## src/sv/tcw_pkg.sv

```systemverilog
`timescale 1ns / 1ps

package tcw_pkg;

	// Field widths
	localparam int REQ_W   = 2;
	localparam int CHAR_W  = 8;
	localparam int COLOR_W = 4;
	localparam int INDEX_W = 11;
	localparam int LOC_W   = 11;
	localparam int CELL_W  = 16;

	// Default geometry
	localparam int DEF_COLUMNS   = 80;
	localparam int DEF_ROWS      = 25;
	localparam int DEF_TAB_WIDTH = 8;

	// Blank cell: white on black space
	localparam logic [CELL_W-1:0] BLANK_CELL = 16'h0F20;

	// Request codes
	localparam logic [REQ_W-1:0] REQ_PUT   = 2'd0;
	localparam logic [REQ_W-1:0] REQ_CLEAR = 2'd1;
	localparam logic [REQ_W-1:0] REQ_READ  = 2'd2;

	// Character codes
	localparam logic [CHAR_W-1:0] CH_BS       = 8'h08;
	localparam logic [CHAR_W-1:0] CH_TAB      = 8'h09;
	localparam logic [CHAR_W-1:0] CH_LF       = 8'h0A;
	localparam logic [CHAR_W-1:0] CH_CR       = 8'h0D;
	localparam logic [CHAR_W-1:0] CH_PRINT_LO = 8'h20;
	localparam logic [CHAR_W-1:0] CH_PRINT_HI = 8'h7F;

	// Command from sequencer to cursor unit
	typedef struct packed {
		logic              put;
		logic              home;
		logic [CHAR_W-1:0] char_code;
	} tcw_cur_cmd_t;

	// Status from cursor unit
	typedef struct packed {
		logic scroll;
		logic printable;
	} tcw_cur_sts_t;

	function automatic logic is_printable(input logic [CHAR_W-1:0] ch);
		return (ch >= CH_PRINT_LO) && (ch <= CH_PRINT_HI);
	endfunction

endpackage

```

## src/sv/tcw_cursor.sv

```systemverilog
`timescale 1ns / 1ps

module tcw_cursor #(
	parameter int COLUMNS   = 80,
	parameter int ROWS      = 25,
	parameter int TAB_WIDTH = 8,
	parameter int ADDR_W    = 11
) (
	input  logic                      clk,
	input  logic                      arst_n,
	input  tcw_pkg::tcw_cur_cmd_t     cmd,
	output tcw_pkg::tcw_cur_sts_t     sts,
	output logic [ADDR_W-1:0]         cur_pos,
	output logic [tcw_pkg::LOC_W-1:0] cur_loc,
	output logic [tcw_pkg::LOC_W-1:0] nxt_loc
);
	import tcw_pkg::*;

	localparam int CW = $clog2(COLUMNS + TAB_WIDTH);
	localparam int RW = $clog2(ROWS + 1);
	localparam int PW = $clog2(TAB_WIDTH);

	logic [CW-1:0] col_q, col_n, col_t;
	logic [RW-1:0] row_q, row_n, row_t;
	logic [PW-1:0] ph_q, ph_n, ph_t;   // column modulo tab width
	logic          scroll;
	logic [ADDR_W-1:0] nxt_pos;

	// Next cursor position for a put
	always_comb begin
		col_t  = col_q;
		row_t  = row_q;
		ph_t   = ph_q;
		scroll = 1'b0;
		if (cmd.char_code == CH_BS) begin
			if (col_q != '0) begin
				col_t = col_q - CW'(1);
				ph_t  = (ph_q == '0) ? PW'(TAB_WIDTH - 1) : ph_q - PW'(1);
			end
		end else if (cmd.char_code == CH_TAB) begin
			col_t = col_q + CW'(TAB_WIDTH) - CW'(ph_q);
			ph_t  = '0;
		end else if (cmd.char_code == CH_CR) begin
			col_t = '0;
			ph_t  = '0;
		end else if (cmd.char_code == CH_LF) begin
			col_t = '0;
			ph_t  = '0;
			row_t = row_q + RW'(1);
		end else if (is_printable(cmd.char_code)) begin
			col_t = col_q + CW'(1);
			ph_t  = (ph_q == PW'(TAB_WIDTH - 1)) ? '0 : ph_q + PW'(1);
		end
		// line wrap
		if (col_t >= CW'(COLUMNS)) begin
			col_t = '0;
			ph_t  = '0;
			row_t = row_t + RW'(1);
		end
		// past the last row
		if (row_t >= RW'(ROWS)) begin
			row_t  = RW'(ROWS - 1);
			scroll = 1'b1;
		end
	end

	always_comb begin
		col_n = col_q;
		row_n = row_q;
		ph_n  = ph_q;
		if (cmd.home) begin
			col_n = '0;
			row_n = '0;
			ph_n  = '0;
		end else if (cmd.put) begin
			col_n = col_t;
			row_n = row_t;
			ph_n  = ph_t;
		end
	end

	always_ff @(posedge clk or negedge arst_n) begin
		if (!arst_n) begin
			col_q <= '0;
			row_q <= '0;
			ph_q  <= '0;
		end else begin
			col_q <= col_n;
			row_q <= row_n;
			ph_q  <= ph_n;
		end
	end

	// Linear positions
	assign cur_pos = ADDR_W'(row_q) * ADDR_W'(COLUMNS) + ADDR_W'(col_q);
	assign nxt_pos = ADDR_W'(row_n) * ADDR_W'(COLUMNS) + ADDR_W'(col_n);
	assign cur_loc = LOC_W'(cur_pos);
	assign nxt_loc = LOC_W'(nxt_pos);

	assign sts.scroll    = cmd.put && scroll;
	assign sts.printable = is_printable(cmd.char_code);

endmodule

```

## config.mk

```make
export PLATFORM = sky130hd
export DESIGN_NAME = tcw_cursor
export DESIGN_NICKNAME = d
export VERILOG_FILES = /design/src/sv/tcw_pkg.sv /design/src/sv/tcw_cursor.sv
export SDC_FILE = /design/constraint.sdc
export NUM_CORES = 1
export LEC_CHECK = 0
export BUFFER_PORTS_ARGS = -buffer_cell sky130_fd_sc_hd__buf_2
export CAP_MARGIN = 10
export CELL_PAD_IN_SITES_DETAIL_PLACEMENT = 0
export CELL_PAD_IN_SITES_GLOBAL_PLACEMENT = 1
export CORE_ASPECT_RATIO = 1.2
export CORE_MARGIN = 2
export CORE_UTILIZATION = 39
export CTS_BUF_LIST = sky130_fd_sc_hd__clkbuf_16
export DETAILED_ROUTE_END_ITERATION = 6
export GPL_TIMING_DRIVEN = 1
export PLACE_DENSITY = 0.88
export SLEW_MARGIN = 30
export SYNTH_ARGS = -nofsm -noshare
export SYNTH_HDL_FRONTEND = slang
export SYNTH_SLANG_ARGS = --single-unit
```

## constraint.sdc

```tcl
create_clock -name clk -period 6.5 [get_ports clk]
set_clock_uncertainty 0.1 [all_clocks]
set_input_delay 0.65 -clock clk [delete_from_list [all_inputs] [get_ports clk]]
set_output_delay 0.65 -clock clk [all_outputs]
set_load 0.005 [all_outputs]
```

* Word level (Yosys, flattened, before mapping)
Cells that the tools add are included.
Storage, ports and cells: register bits 15, input port bits 12, output and inout bits 35, logic and storage cells 61
Operators by class: add/subtract/negate cells 10, multipliers 2, order comparisons 4, eq/ne operators 6, multiplexer cells 29, reductions and logical operators 7
Operators with widths (count):
- two-way mux 7 bit | 9
- two-way mux 5 bit | 8
- two-way mux 3 bit | 11
- equality test 8 x 4 -> 1 bit (second input constant) | 4
- adder 11 x 7 -> 11 bit | 2
- multiplier 5 x 3 -> 7 bit (second input constant) | 2
- nonzero test 7 bit | 2
- adder 5 x 1 -> 5 bit (second input constant) | 2
- greater-or-equal comparator 8 x 6 -> 1 bit (second input constant) | 1
- <= comparator 8 x 7 -> 1 bit (second input constant) | 1
- adder 7 x 1 -> 7 bit (second input constant) | 1
- adder 7 x 4 -> 7 bit (second input constant) | 1
- greater-or-equal comparator 7 bit (second input constant) | 1
- subtractor 7 x 1 -> 7 bit (second input constant) | 1
- subtractor 7 x 3 -> 7 bit | 1
- greater-or-equal comparator 5 bit (second input constant) | 1
- inequality test 4 x 2 -> 1 bit (second input constant) | 1
- adder 3 x 1 -> 3 bit (second input constant) | 1
- equality test 3 bit (second input constant) | 1
- zero test 3 bit | 1
- AND reduction 3 bit | 1
- subtractor 3 x 1 -> 3 bit (second input constant) | 1
- logical AND 1 bit | 2
- nonzero test 2 bit | 1
- two-way mux 1 bit | 1

* Logic depth before layout (Yosys ltp)
Gate-level depths: netlist of run 1.
depth in word-level cells 15, gate-level depth with buffers 25, gate-level depth less buffers 24

* Least setup slack after synthesis of run 1
No wires, ideal clock.
path type input port to output port, start in cmd[4] in the netlist's numbering, end out nxt_loc[10] in the netlist's numbering, arrival time 5.850 ns, required time 5.750 ns, path slack -0.100 ns, stages 24, buffers on the path 1, cell sequence nor3b_2 -> and3_1 -> clkbuf_1 -> nand2_1 -> o21ai_0 -> ha_1 -> inv_1 -> a2111oi_0 -> a41oi_1 -> o31ai_4 -> xor2_1 -> nor2_1 -> mux2_2 -> a311oi_1 -> ha_1 -> ha_1 -> inv_1 -> fa_1 -> o22a_1 -> a221oi_4 -> nor4_1 -> and4_2 -> or4_1 -> a211oi_1
On the way: cells in the longest elaborated chain, start to end 15, elaborated cells between the ends (all ways) 28, classes of those cells add/sub: 2; mul: 1; order compare: 4; eq/ne: 4; mux: 16; reduce/logical: 1
RTL lines:
- start, declared | RTL line tcw_cursor.sv:11 | input tcw_pkg::tcw_cur_cmd_t cmd,
- greater-or-equal comparator 8 x 6 -> 1 bit or <= comparator 8 x 7 -> 1 bit (tied branches) | RTL line tcw_pkg.sv:48 | return (ch >= CH_PRINT_LO) && (ch <= CH_PRINT_HI);
- logical AND 1 bit | RTL line tcw_pkg.sv:48
- two-way mux 7 bit | RTL line tcw_cursor.sv:50 | end else if (is_printable(cmd.char_code)) begin
- two-way mux 7 bit | RTL line tcw_cursor.sv:46 | end else if (cmd.char_code == CH_LF) begin
- two-way mux 7 bit | RTL line tcw_cursor.sv:43 | end else if (cmd.char_code == CH_CR) begin
- two-way mux 7 bit | RTL line tcw_cursor.sv:40 | end else if (cmd.char_code == CH_TAB) begin
- two-way mux 7 bit | RTL line tcw_cursor.sv:35 | if (cmd.char_code == CH_BS) begin
- greater-or-equal comparator 7 bit | RTL line tcw_cursor.sv:55 | if (col_t >= CW'(COLUMNS)) begin
- two-way mux 5 bit * | RTL line tcw_cursor.sv:55
- greater-or-equal comparator 5 bit | RTL line tcw_cursor.sv:61 | if (row_t >= RW'(ROWS)) begin
- two-way mux 5 bit * | RTL line tcw_cursor.sv:61
- two-way mux 5 bit * | RTL line tcw_cursor.sv:75 | end else if (cmd.put) begin
- two-way mux 5 bit * | RTL line tcw_cursor.sv:71 | if (cmd.home) begin
- net row_n[1] | RTL line tcw_cursor.sv:24 | logic [RW-1:0] row_q, row_n, row_t;
- multiplier 5 x 3 -> 7 bit * | RTL line tcw_cursor.sv:96 | assign nxt_pos = ADDR_W'(row_n) * ADDR_W'(COLUMNS) + ADDR_W'(col_n);
- adder 11 x 7 -> 11 bit * | RTL line tcw_cursor.sv:96
- end, declared | RTL line tcw_cursor.sv:15 | output logic [tcw_pkg::LOC_W-1:0] nxt_loc
The timed path passes the listed nets; every way through them passes the cells marked *.

* Final worst setup path of run 1
start reg ph_q[1], end out nxt_loc[10] in the netlist's numbering
On the way: cells in the longest elaborated chain, start to end 11, elaborated cells between the ends (all ways) 14, classes of those cells add/sub: 2; mul: 1; order compare: 2; mux: 9
RTL lines:
- start, declared | RTL line tcw_cursor.sv:25 | logic [PW-1:0] ph_q, ph_n, ph_t;
- start signal, assigned | RTL line tcw_cursor.sv:90 | ph_q <= ph_n;
- subtractor 7 x 3 -> 7 bit * | RTL line tcw_cursor.sv:41 | col_t = col_q + CW'(TAB_WIDTH) - CW'(ph_q);
- two-way mux 7 bit * | RTL line tcw_cursor.sv:40
- two-way mux 7 bit * | RTL line tcw_cursor.sv:35
- greater-or-equal comparator 7 bit * | RTL line tcw_cursor.sv:55
- two-way mux 5 bit * | RTL line tcw_cursor.sv:55
- greater-or-equal comparator 5 bit | RTL line tcw_cursor.sv:61
- two-way mux 5 bit * | RTL line tcw_cursor.sv:61
- two-way mux 5 bit * | RTL line tcw_cursor.sv:75
- two-way mux 5 bit * | RTL line tcw_cursor.sv:71
- net row_n[1] | RTL line tcw_cursor.sv:24
- multiplier 5 x 3 -> 7 bit * | RTL line tcw_cursor.sv:96
- adder 11 x 7 -> 11 bit * | RTL line tcw_cursor.sv:96
Marks and branches as above.

==> impl_results.md, run 1 <==
- Setup CP Type: flop to output pin
- CP arrival: 5.85 ns
- Final WL: 8013 microns
- Share of layout cells above drive strength 1: 36.74%
- Failing checks: setup timing
- Hold Slack: 0.2087 ns
- Final instance area: 0.003684 sq mm
- Met3 usage in global routing: 1.848%
- Max Cap Viol: 0
- Grt ovf: 0
- Initial antenna violation count: 0
- Critical path buffer and inverter count: 4
- CP required: 5.75 ns
- Site Rows: 34
- Routed via count: 2913
- Final Wtd Congestion: 0.8755
- First-pass GRT wire length: 12850 microns
- Worst Tran Pin Value: 0.6982 ns
- GR peak layer: met2
- Area share of the largest cell type after synthesis: 16.13%
- Post-Syn Instances: 360
- Avg Vias per Cell: 5.602
- CTS tree: yes
- Core Box Area: 0.007189 sq mm
- Non-filler cells, final: 520
- Delay-heaviest family, CP: adder cells
- Tcrit/Tclk final: 101.5%
- R2r startpoint: ph_q[1]
- FMAX: 151.6 MHz
- Clock sink count: 15
- Worst min-delay path class: input port to asynchronous set/reset pin
- Initial Util: 39.92%
- Worst vdd ir: 64.26 uV
- Die Y: 97.98 microns
- Die area: 0.008065 sq mm
- WL per Instance: 15.41 microns
- Synth warnings: 0
- Area contributors post-synth: ha_1 16%, dfrtp_1 13%, xnor2_1 5.5%
- Commonest cells in the netlist: 37 x ha_1, 35 x nand2_1, 26 x inv_1
- Most used cell, CP: ha_4
- CP peak stage delay: 0.54 ns
- Syn_nets: 414
- Initial DRC count: 200
- Final hold violations: 0
- Clk_lat worst skew: 0.25 ns
- Dpl cell area: 0.003297 sq mm
- Final setup vio count: 1
- Buffers added on ports: 46
- TritonCTS Buffers: 3
- CP max FO: 5
- Die Wd: 82.32 microns
- Dominant synthesized flop cell: dfrtp_1
- Leading cell type by number of instances after synthesis: ha_1
- Syn_area_per_cell: 7.973 sq um
- Final WS setup: -0.09565 ns
- Layout area overhead: 28.33%
- Cell Chain, Critical Path: inv_2, ha_4, ha_4, fa_2, and2_4, or3_4, a31oi_4, a2bb2oi_2, a31o_4, nand2_2, mux2_4, a311oi_2, ha_1, ha_4, inv_2, fa_2, o22a_1, a221oi_4, buf_6, a311oi_1, or4_4, a211oi_2, buf_2
- RSZ-0062 raised after global routing: yes
- PwrDens: 76.92 mW/mm^2
- Post-Place Setup Slack: -0.1150 ns
- Vias in the first global route: 2828
- Final net count: 485
- Synth Cell Area: 0.002870 sq mm
- H-tree Lvls: 1
- Crit end category: output pin
- Hold Buf Count CTS: 0
- Met1 Usage GRT: 26.08%
- Synth Register Bits: 15
- EDFF count, synth: 0
- Synth unique cells: 67
- Leak Pwr: 1.724 nW
- IO Pins: 47
- Min cycle time layout: 6.596 ns
- Final TNS setup: -0.09565 ns
- Worst path slowest cell: or4_4
- ANT nets after route: 0
- Post-synth top area cell: ha_1
- Synth async-reset ratio: 100.0%
- Max-slew headroom: 53.40%
- Post-DP HPWL: 5900 microns
- Antenna cell count: 0
- Drt first pass iters: 5
- Worst-path clk slew: 0.05 ns
- DRC: 0
- Gr usage total: 19.59%
- Status: finished, violations left
- Setup crit start: ph_q[1]
- Largest net degree at the start of global routing: 23
- Dpl cells: 502
- Root Buffer Master: clkbuf_16
- GR Util met2: 32.69%
- # fillers: 683
- Sequential fraction of the synthesis area: 13.08%
- Max-slew violations: 0
- Worst setup SP type: flop
- CTS max path bufs: 2
-- where the power goes --
| part | switching [mW] | internal [mW] | leakage (nW) |
|---|---|---|---|
| Clock | 0.0395 | 0.0816 | 0.0423 |
| Sequential | 0.00119 | 0.0950 | 0.208 |
| Combinational | 0.0382 | 0.0278 | 1.47 |
-- cells in the final DEF, fill, tap and decap left out, drive strengths merged, types with 4 or more instances in the layout --
cell | Yosys | final
a21o | 5 | 5
nand3 | 20 | 20
nor2 | 13 | 13
dfrtp | 15 | 15
o21ai | 15 | 15
xor2 | 15 | 15
inv | 27 | 28
ha | 37 | 37
nand2 | 36 | 36
buf | 24 | 103
o31ai | 4 | 4
or3 | 6 | 6
nor3b | 6 | 6
nor3 | 9 | 9
nor2b | 4 | 4
a21oi | 21 | 21
a211oi | 5 | 5
xnor2 | 18 | 18
o211ai | 5 | 5
a31oi | 9 | 9
fa | 5 | 5
and3 | 5 | 5
-- sequential cells by signal, summed over array words and instances (netlist names) --
register,flops
col_q,7
ph_q,3
row_q,5
-- metrics by stage --
step / power, mW / utilization [%]
6_report: 0.2833 / 51.24
4_1_cts: 0.2782 / 48.12
3_3_place_gp: 0.1544 / 45.86
3_5_place_dp: 0.1557 / 45.86
2_1_floorplan: 0.1329 / -
5_1_grt: 0.2958 / 51.24
-- final timing paths --
| kind | slack [ns] | depth (start not counted) | endpoint |
|---|---|---|---|
| min | 0.21 | 1 | ph_q[2] |
| max reg2reg | 3.04 | 14 | row_q[1] |
| max | -0.1 | 23 | nxt_loc[10] |
| min in group clk | 0.61 | 3 | ph_q[1] |
| max in group asynchronous | 5.81 | 1 | row_q[0] |
| min reg2reg | 0.61 | 3 | ph_q[1] |
-- area by class of cell --
| type | count | area, sq um | share of cell area, % |
|---|---|---|---|
| flip-flops and latches | 15 | 375.4 | 10.19 |
| inverters | 27 | 101.3 | 2.751 |
| multi-input cells | 281 | 2350 | 63.79 |
| well taps | 90 | 112.6 | 3.057 |
| clock buffers | 3 | 75.07 | 2.038 |
| clock inverters | 1 | 3.754 | 0.1019 |
| repair buffers | 103 | 665.6 | 18.07 |
-- cells by family after synthesis --
kind of cell	share of synthesized area, %
AO/OA/AOI/OAI	22.23
XOR/XNOR	10.07
adder cells (fa/ha/maj)	19.62
buffers and inverters	12.38
flip-flops	13.08
multiplexers	0.3923
AND/OR/NAND/NOR	22.23
-- metal layers --
metal / wire length (microns) / up-vias
met5: 0 / -
met4: 116 / 0
met3: 343 / 11
met2: 3985 / 86
met1: 3568 / 1403
li1: - / 1413
-- worst reg2reg max path, stage by stage, from the launching register on --
cell and delay, ns:
dfrtp_1 0.39, inv_2 0.08, ha_4 0.21, ha_4 0.16
fa_2 0.37, and2_4 0.17, or3_4 0.37, a31oi_4 0.18
a2bb2oi_2 0.19, a31o_4 0.16, nand2_2 0.07, mux2_4 0.35
a311oi_2 0.32, buf_4 0.18, buf_4 0.10
-- what timing repair did --
item	in CTS	in global routing
endpoints found under the setup margin	1	1
pin swaps	8	20
setup buffers	5	9
resized for setup	15	29
No activity file was read; power rests on OpenSTA's default activity.
==> run 2: changes to the inputs <==
--- a/config.mk
+++ b/config.mk
@@ -5,6 +5,7 @@
 export SDC_FILE = /design/constraint.sdc
 export NUM_CORES = 1
 export LEC_CHECK = 0
+export ABC_CLOCK_PERIOD_IN_PS = 6500
 export BUFFER_PORTS_ARGS = -buffer_cell sky130_fd_sc_hd__buf_2
 export CAP_MARGIN = 10
 export CELL_PAD_IN_SITES_DETAIL_PLACEMENT = 0
==> constraint.sdc (replaced) <==
create_clock -name clk -period 6.5 [get_ports clk]
set_clock_uncertainty 0.1 [all_clocks]
set_input_delay 0.325 -clock clk [delete_from_list [all_inputs] [get_ports clk]]
set_output_delay 0.325 -clock clk [all_outputs]
set_load 0.005 [all_outputs]
==> impl_results.md, run 2 (synthesized netlist as in run 1, its figures left out) <==
- Core Box Area: 0.007189 sq mm
- Final Wtd Congestion: 0.9093
- Initial antenna violation count: 0
- Max-slew violations: 0
- Final WS setup: 0.1705 ns
- WL per Instance: 15.28 microns
- Most common cell after layout, fill and taps aside: buf_2
- Biggest register: col_q
- H-tree Lvls: 1
- DRC: 0
- Worst vdd ir: 58.54 uV
- Layout area overhead: 17.44%
- Final setup vio count: 0
- Final hold violations: 0
- CP required: 6.07 ns
- FMAX: 158.0 MHz
- Initial Util: 39.92%
- CTS max path bufs: 2
- Grt ovf: 0
- Final net count: 459
- Drt first pass iters: 4
- Max FFs per register: 7
- Gr usage total: 18.59%
- Buffers added on ports: 46
- Tcrit/Tclk final: 97.38%
- Avg Vias per Cell: 5.630
- IO Pins: 47
- Die Y: 97.98 microns
- Vias in the first global route: 2626
- CP max FO: 6
- Final WL: 7548 microns
- Share of layout cells above drive strength 1: 28.47%
- Post-Place Setup Slack: -0.06221 ns
- Largest net degree at the start of global routing: 23
- Worst Tran Pin Value: 0.6269 ns
- First-pass GRT wire length: 12150 microns
- Worst-path clk slew: 0.05 ns
- Die area: 0.008065 sq mm
- TritonCTS Buffers: 3
- Worst setup SP type: flop
- CP arrival: 5.90 ns
- Clk_lat worst skew: 0.25 ns
- Initial DRC count: 163
- Max-slew headroom: 58.16%
- PwrDens: 82.74 mW/mm^2
- Hold Slack: 0.4168 ns
- CTS tree: yes
- Min cycle time layout: 6.329 ns
- Antenna cell count: 0
- Clock sink count: 15
- Site Rows: 34
- Post-DP HPWL: 5635 microns
- Die Wd: 82.32 microns
- Setup CP Type: flop to output pin
- Status: finished clean
- Largest registers: col_q (7), row_q (5), ph_q (3)
- Leak Pwr: 1.567 nW
- Routed via count: 2781
- Worst min-delay path class: input port to flop
- Max Cap Viol: 0
- Root Buffer Master: clkbuf_16
- Most frequent cells in the layout: 46 x buf_2, 35 x nand2_1, 34 x ha_1, 30 x buf_4, 24 x inv_1
- ANT nets after route: 0
- Crit end category: output pin
run 2: worst paths after layout:
check                        start     endpoint  slack, ns  depth (start not counted)
max                        ph_q[2]  nxt_loc[10]       0.17                         22
min                         cmd[9]     col_q[3]       0.42                          3
max reg2reg                ph_q[2]     row_q[1]       3.08                         13
min reg2reg                ph_q[2]      ph_q[2]       0.53                          2
max in group asynchronous   arst_n      ph_q[2]       5.57                          2
min in group asynchronous   arst_n     col_q[3]       0.43                          2
run 2: timing repair:
item	4_1_cts	5_1_grt
hold buffers	1	0
pin swaps	5	11
cloned	0	0
setup endpoints to repair	1	1
resized for setup	8	14
endpoints found under the hold margin	15	0
setup buffers	7	7
run 2: critical path: stages (launching register included):
cell and delay, ns:
dfrtp_2 0.42, inv_1 0.10, ha_1 0.29, fa_2 0.41, and2_1 0.17, or3_1 0.30
a31oi_1 0.22, a2bb2oi_2 0.19, a31o_4 0.17, nand2_2 0.08, mux2_4 0.36, a311oi_4 0.28
ha_1 0.31, ha_2 0.21, inv_1 0.07, fa_2 0.46, o22a_1 0.24, a221oi_4 0.22
buf_4 0.19, a311oi_1 0.06, or4_1 0.55, a211oi_2 0.20, buf_2 0.16
run 2: metal layers:
layer	up-vias	part of all wire, %	GRT usage [%]
li1	1366	-	-
met1	1336	46	24.99
met2	68	49	31.33
met3	11	3.9	1.294
met4	0	1.5	5.513
met5	-	0	0
run 2: report_power, final:
part	internal, mW	switching (mW)
Sequential	0.0951	0.00170
Combinational	0.0244	0.0359
Clock	0.0823	0.0395
Total	0.202	0.0772
run 2: through the flow:
step                power, mW  cells  instance area, sq um  util [%]   TNS (ns)
detailed placement     0.1505    475                  3079     42.83   -0.06221
finish                 0.2789    494                  3371     46.88          0
CTS                    0.2753    487                  3261     45.35          0
global route           0.2928    494                  3371     46.88   -0.02393
global placement       0.1492    475                  3079     42.83  -0.009856
floorplan              0.1325    360                  2870         -          0
run 2: cell type report:
cell class              instances  area (sq um)
well taps                      90         112.6
clock inverters                 1         5.005
inverters                      27         101.3
multi-input cells             281          2233
clock buffers                   3         75.07
repair buffers                 77         465.4
fillers                       708          3819
flip-flops and latches         15         377.9
==> run 3: changes to the inputs <==
--- a/config.mk
+++ b/config.mk
@@ -16,7 +16,9 @@
 export CTS_BUF_LIST = sky130_fd_sc_hd__clkbuf_16
 export DETAILED_ROUTE_END_ITERATION = 6
 export GPL_TIMING_DRIVEN = 1
+export HOLD_SLACK_MARGIN = 0.06
 export PLACE_DENSITY = 0.88
+export RECOVER_POWER = 50
 export SLEW_MARGIN = 30
 export SYNTH_ARGS = -nofsm -noshare
 export SYNTH_HDL_FRONTEND = slang
==> impl_results.md, run 3 (synthesized netlist as in run 1, its figures left out) <==
- Clock sink count: 15
- FMAX: 158.4 MHz
- Initial antenna violation count: 0
- Final hold violations: 0
- Tcrit/Tclk final: 97.15%
- Buffers added on ports: 46
- Site Rows: 34
- Final Wtd Congestion: 0.9093
- Final instance area: 0.003344 sq mm
- WL per Instance: 15.23 microns
- Layout area overhead: 16.52%
- Die Wd: 82.32 microns
- H-tree Lvls: 1
- Max Cap Viol: 0
- Uppermost layer routed: met4
- Leak Pwr: 1.516 nW
- Root Buffer Master: clkbuf_16
- Met2 WL: 3628 microns
- CP arrival: 5.89 ns
- TritonCTS Buffers: 3
- Worst setup SP type: flop
- Min cycle time layout: 6.315 ns
- Max-slew violations: 0
- Final TNS setup: 0 ns
- Post-DP HPWL: 5635 microns
- # fillers: 718
- Clk_lat worst skew: 0.25 ns
- Initial Util: 39.92%
- PwrDens: 83.00 mW/mm^2
- Routed via count: 2757
- R2r startpoint: ph_q[2]
- Antenna cell count: 0
- CTS tree: yes
- Most common cell after layout, fill and taps aside: buf_2
- Final setup vio count: 0
- Largest net degree at the start of global routing: 23
- Max-slew headroom: 39.82%
- Max FFs per register: 7
- Wire length on met1: 3454 microns
- Pwr Total: 277.6 uW
- Drt first pass iters: 4
- Avg Vias per Cell: 5.581
- Status: finished clean
- Gr usage total: 18.59%
- IO Pins: 47
- Worst vdd ir: 58.27 uV
- Reg-to-reg slack, setup: 3.09 ns
- Initial DRC count: 157
- Most frequent cells in the layout: 37 x buf_2, 35 x nand2_1, 34 x ha_1, 27 x buf_4, 24 x inv_1
- Reg2reg end: row_q[1]
- Largest registers: col_q (7), row_q (5), ph_q (3)
- Dpl cells: 475
- Crit end category: output pin
- Die area: 0.008065 sq mm
- Setup CP Type: flop to output pin
- Core Box Area: 0.007189 sq mm
- Worst-path clk slew: 0.05 ns
- Met3 wire len: 324 microns
- Fin util: 46.52%
- CP required: 6.07 ns
- CTS max path bufs: 2
- Non-filler cells, final: 494
- Setup crit start: ph_q[2]
- Worst Tran Pin Value: 0.9027 ns
- R2R depth: 13
- ANT nets after route: 0
- CP max FO: 6
- Vias in the first global route: 2626
- Final WL: 7522 microns
- Grt ovf: 0
- Crit path to: nxt_loc[10]
- First-pass GRT wire length: 12150 microns
- Share of layout cells above drive strength 1: 25.25%
- Final net count: 459
- DRC: 0
- Biggest register: col_q
- Dpl cell area: 0.003079 sq mm
- Worst min-delay path class: input port to flop
- Die Y: 97.98 microns
-- run 3: where the power goes --
group          internal [mW]  total (mW)  leakage, nW  switching (mW)
logic                 0.0236      0.0593         1.27          0.0357
clock network         0.0823       0.121       0.0409          0.0392
registers             0.0951      0.0968        0.205         0.00168
-- run 3: worst min-delay path by stage --
stage / start / end / cells after the start
2_1_floorplan: arst_n / col_q[0] / 0
3_3_place_gp: arst_n / col_q[0] / 1
3_5_place_dp: arst_n / col_q[3] / 1
4_1_cts: cmd[9] / col_q[2] / 3
5_1_grt: cmd[9] / col_q[3] / 3
6_report: cmd[9] / col_q[3] / 3
-- run 3: per-stage QoR --
step,worst slack [ns],hold WS (ns)
floorplan,0.4164,-0.07059
global placement,-0.009856,0.1503
detailed placement,-0.06221,0.1584
CTS,0.01202,0.4138
global route,-0.02393,0.4426
finish,0.1855,0.4156
-- run 3: critical path, cell delays in order, from the launching register on --
cell       delay [ns]
dfrtp_2          0.42
inv_1            0.10
ha_1             0.29
fa_2             0.41
and2_1           0.17
or3_1            0.30
a31oi_1          0.22
a2bb2oi_2        0.19
a31o_4           0.17
nand2_2          0.08
mux2_4           0.36
a311oi_4         0.28
ha_1             0.31
ha_2             0.21
inv_1            0.07
fa_2             0.46
o22a_1           0.24
a221oi_4         0.21
nor4_1           0.07
and4_2           0.23
or4_1            0.51
a211oi_2         0.20
buf_2            0.16
-- run 3: repair_timing --
item / 4_1_cts / 5_1_grt
hold endpoints to repair: 15 / 0
buffers inserted: 7 / 7
hold buffers: 1 / 0
pin swaps: 5 / 11
setup endpoints to repair: 1 / 1
gates resized for setup: 8 / 14
-- run 3: area by class of cell --
type,instances,area (sq um),area share (%)
timing repair buffer,77,442.9,13.24
tap,90,112.6,3.367
sequential,15,377.9,11.30
inverter,27,101.3,3.030
clock buffer,3,75.07,2.245
multi-input combinational,281,2230,66.67
clock inverter,1,5.005,0.1496
-- run 3: routing by layer --
metal | vias up | global-route usage (%)
li1 | 1360 | -
met5 | - | 0
met1 | 1318 | 24.99
met4 | 0 | 5.513
met3 | 11 | 1.294
met2 | 68 | 31.33
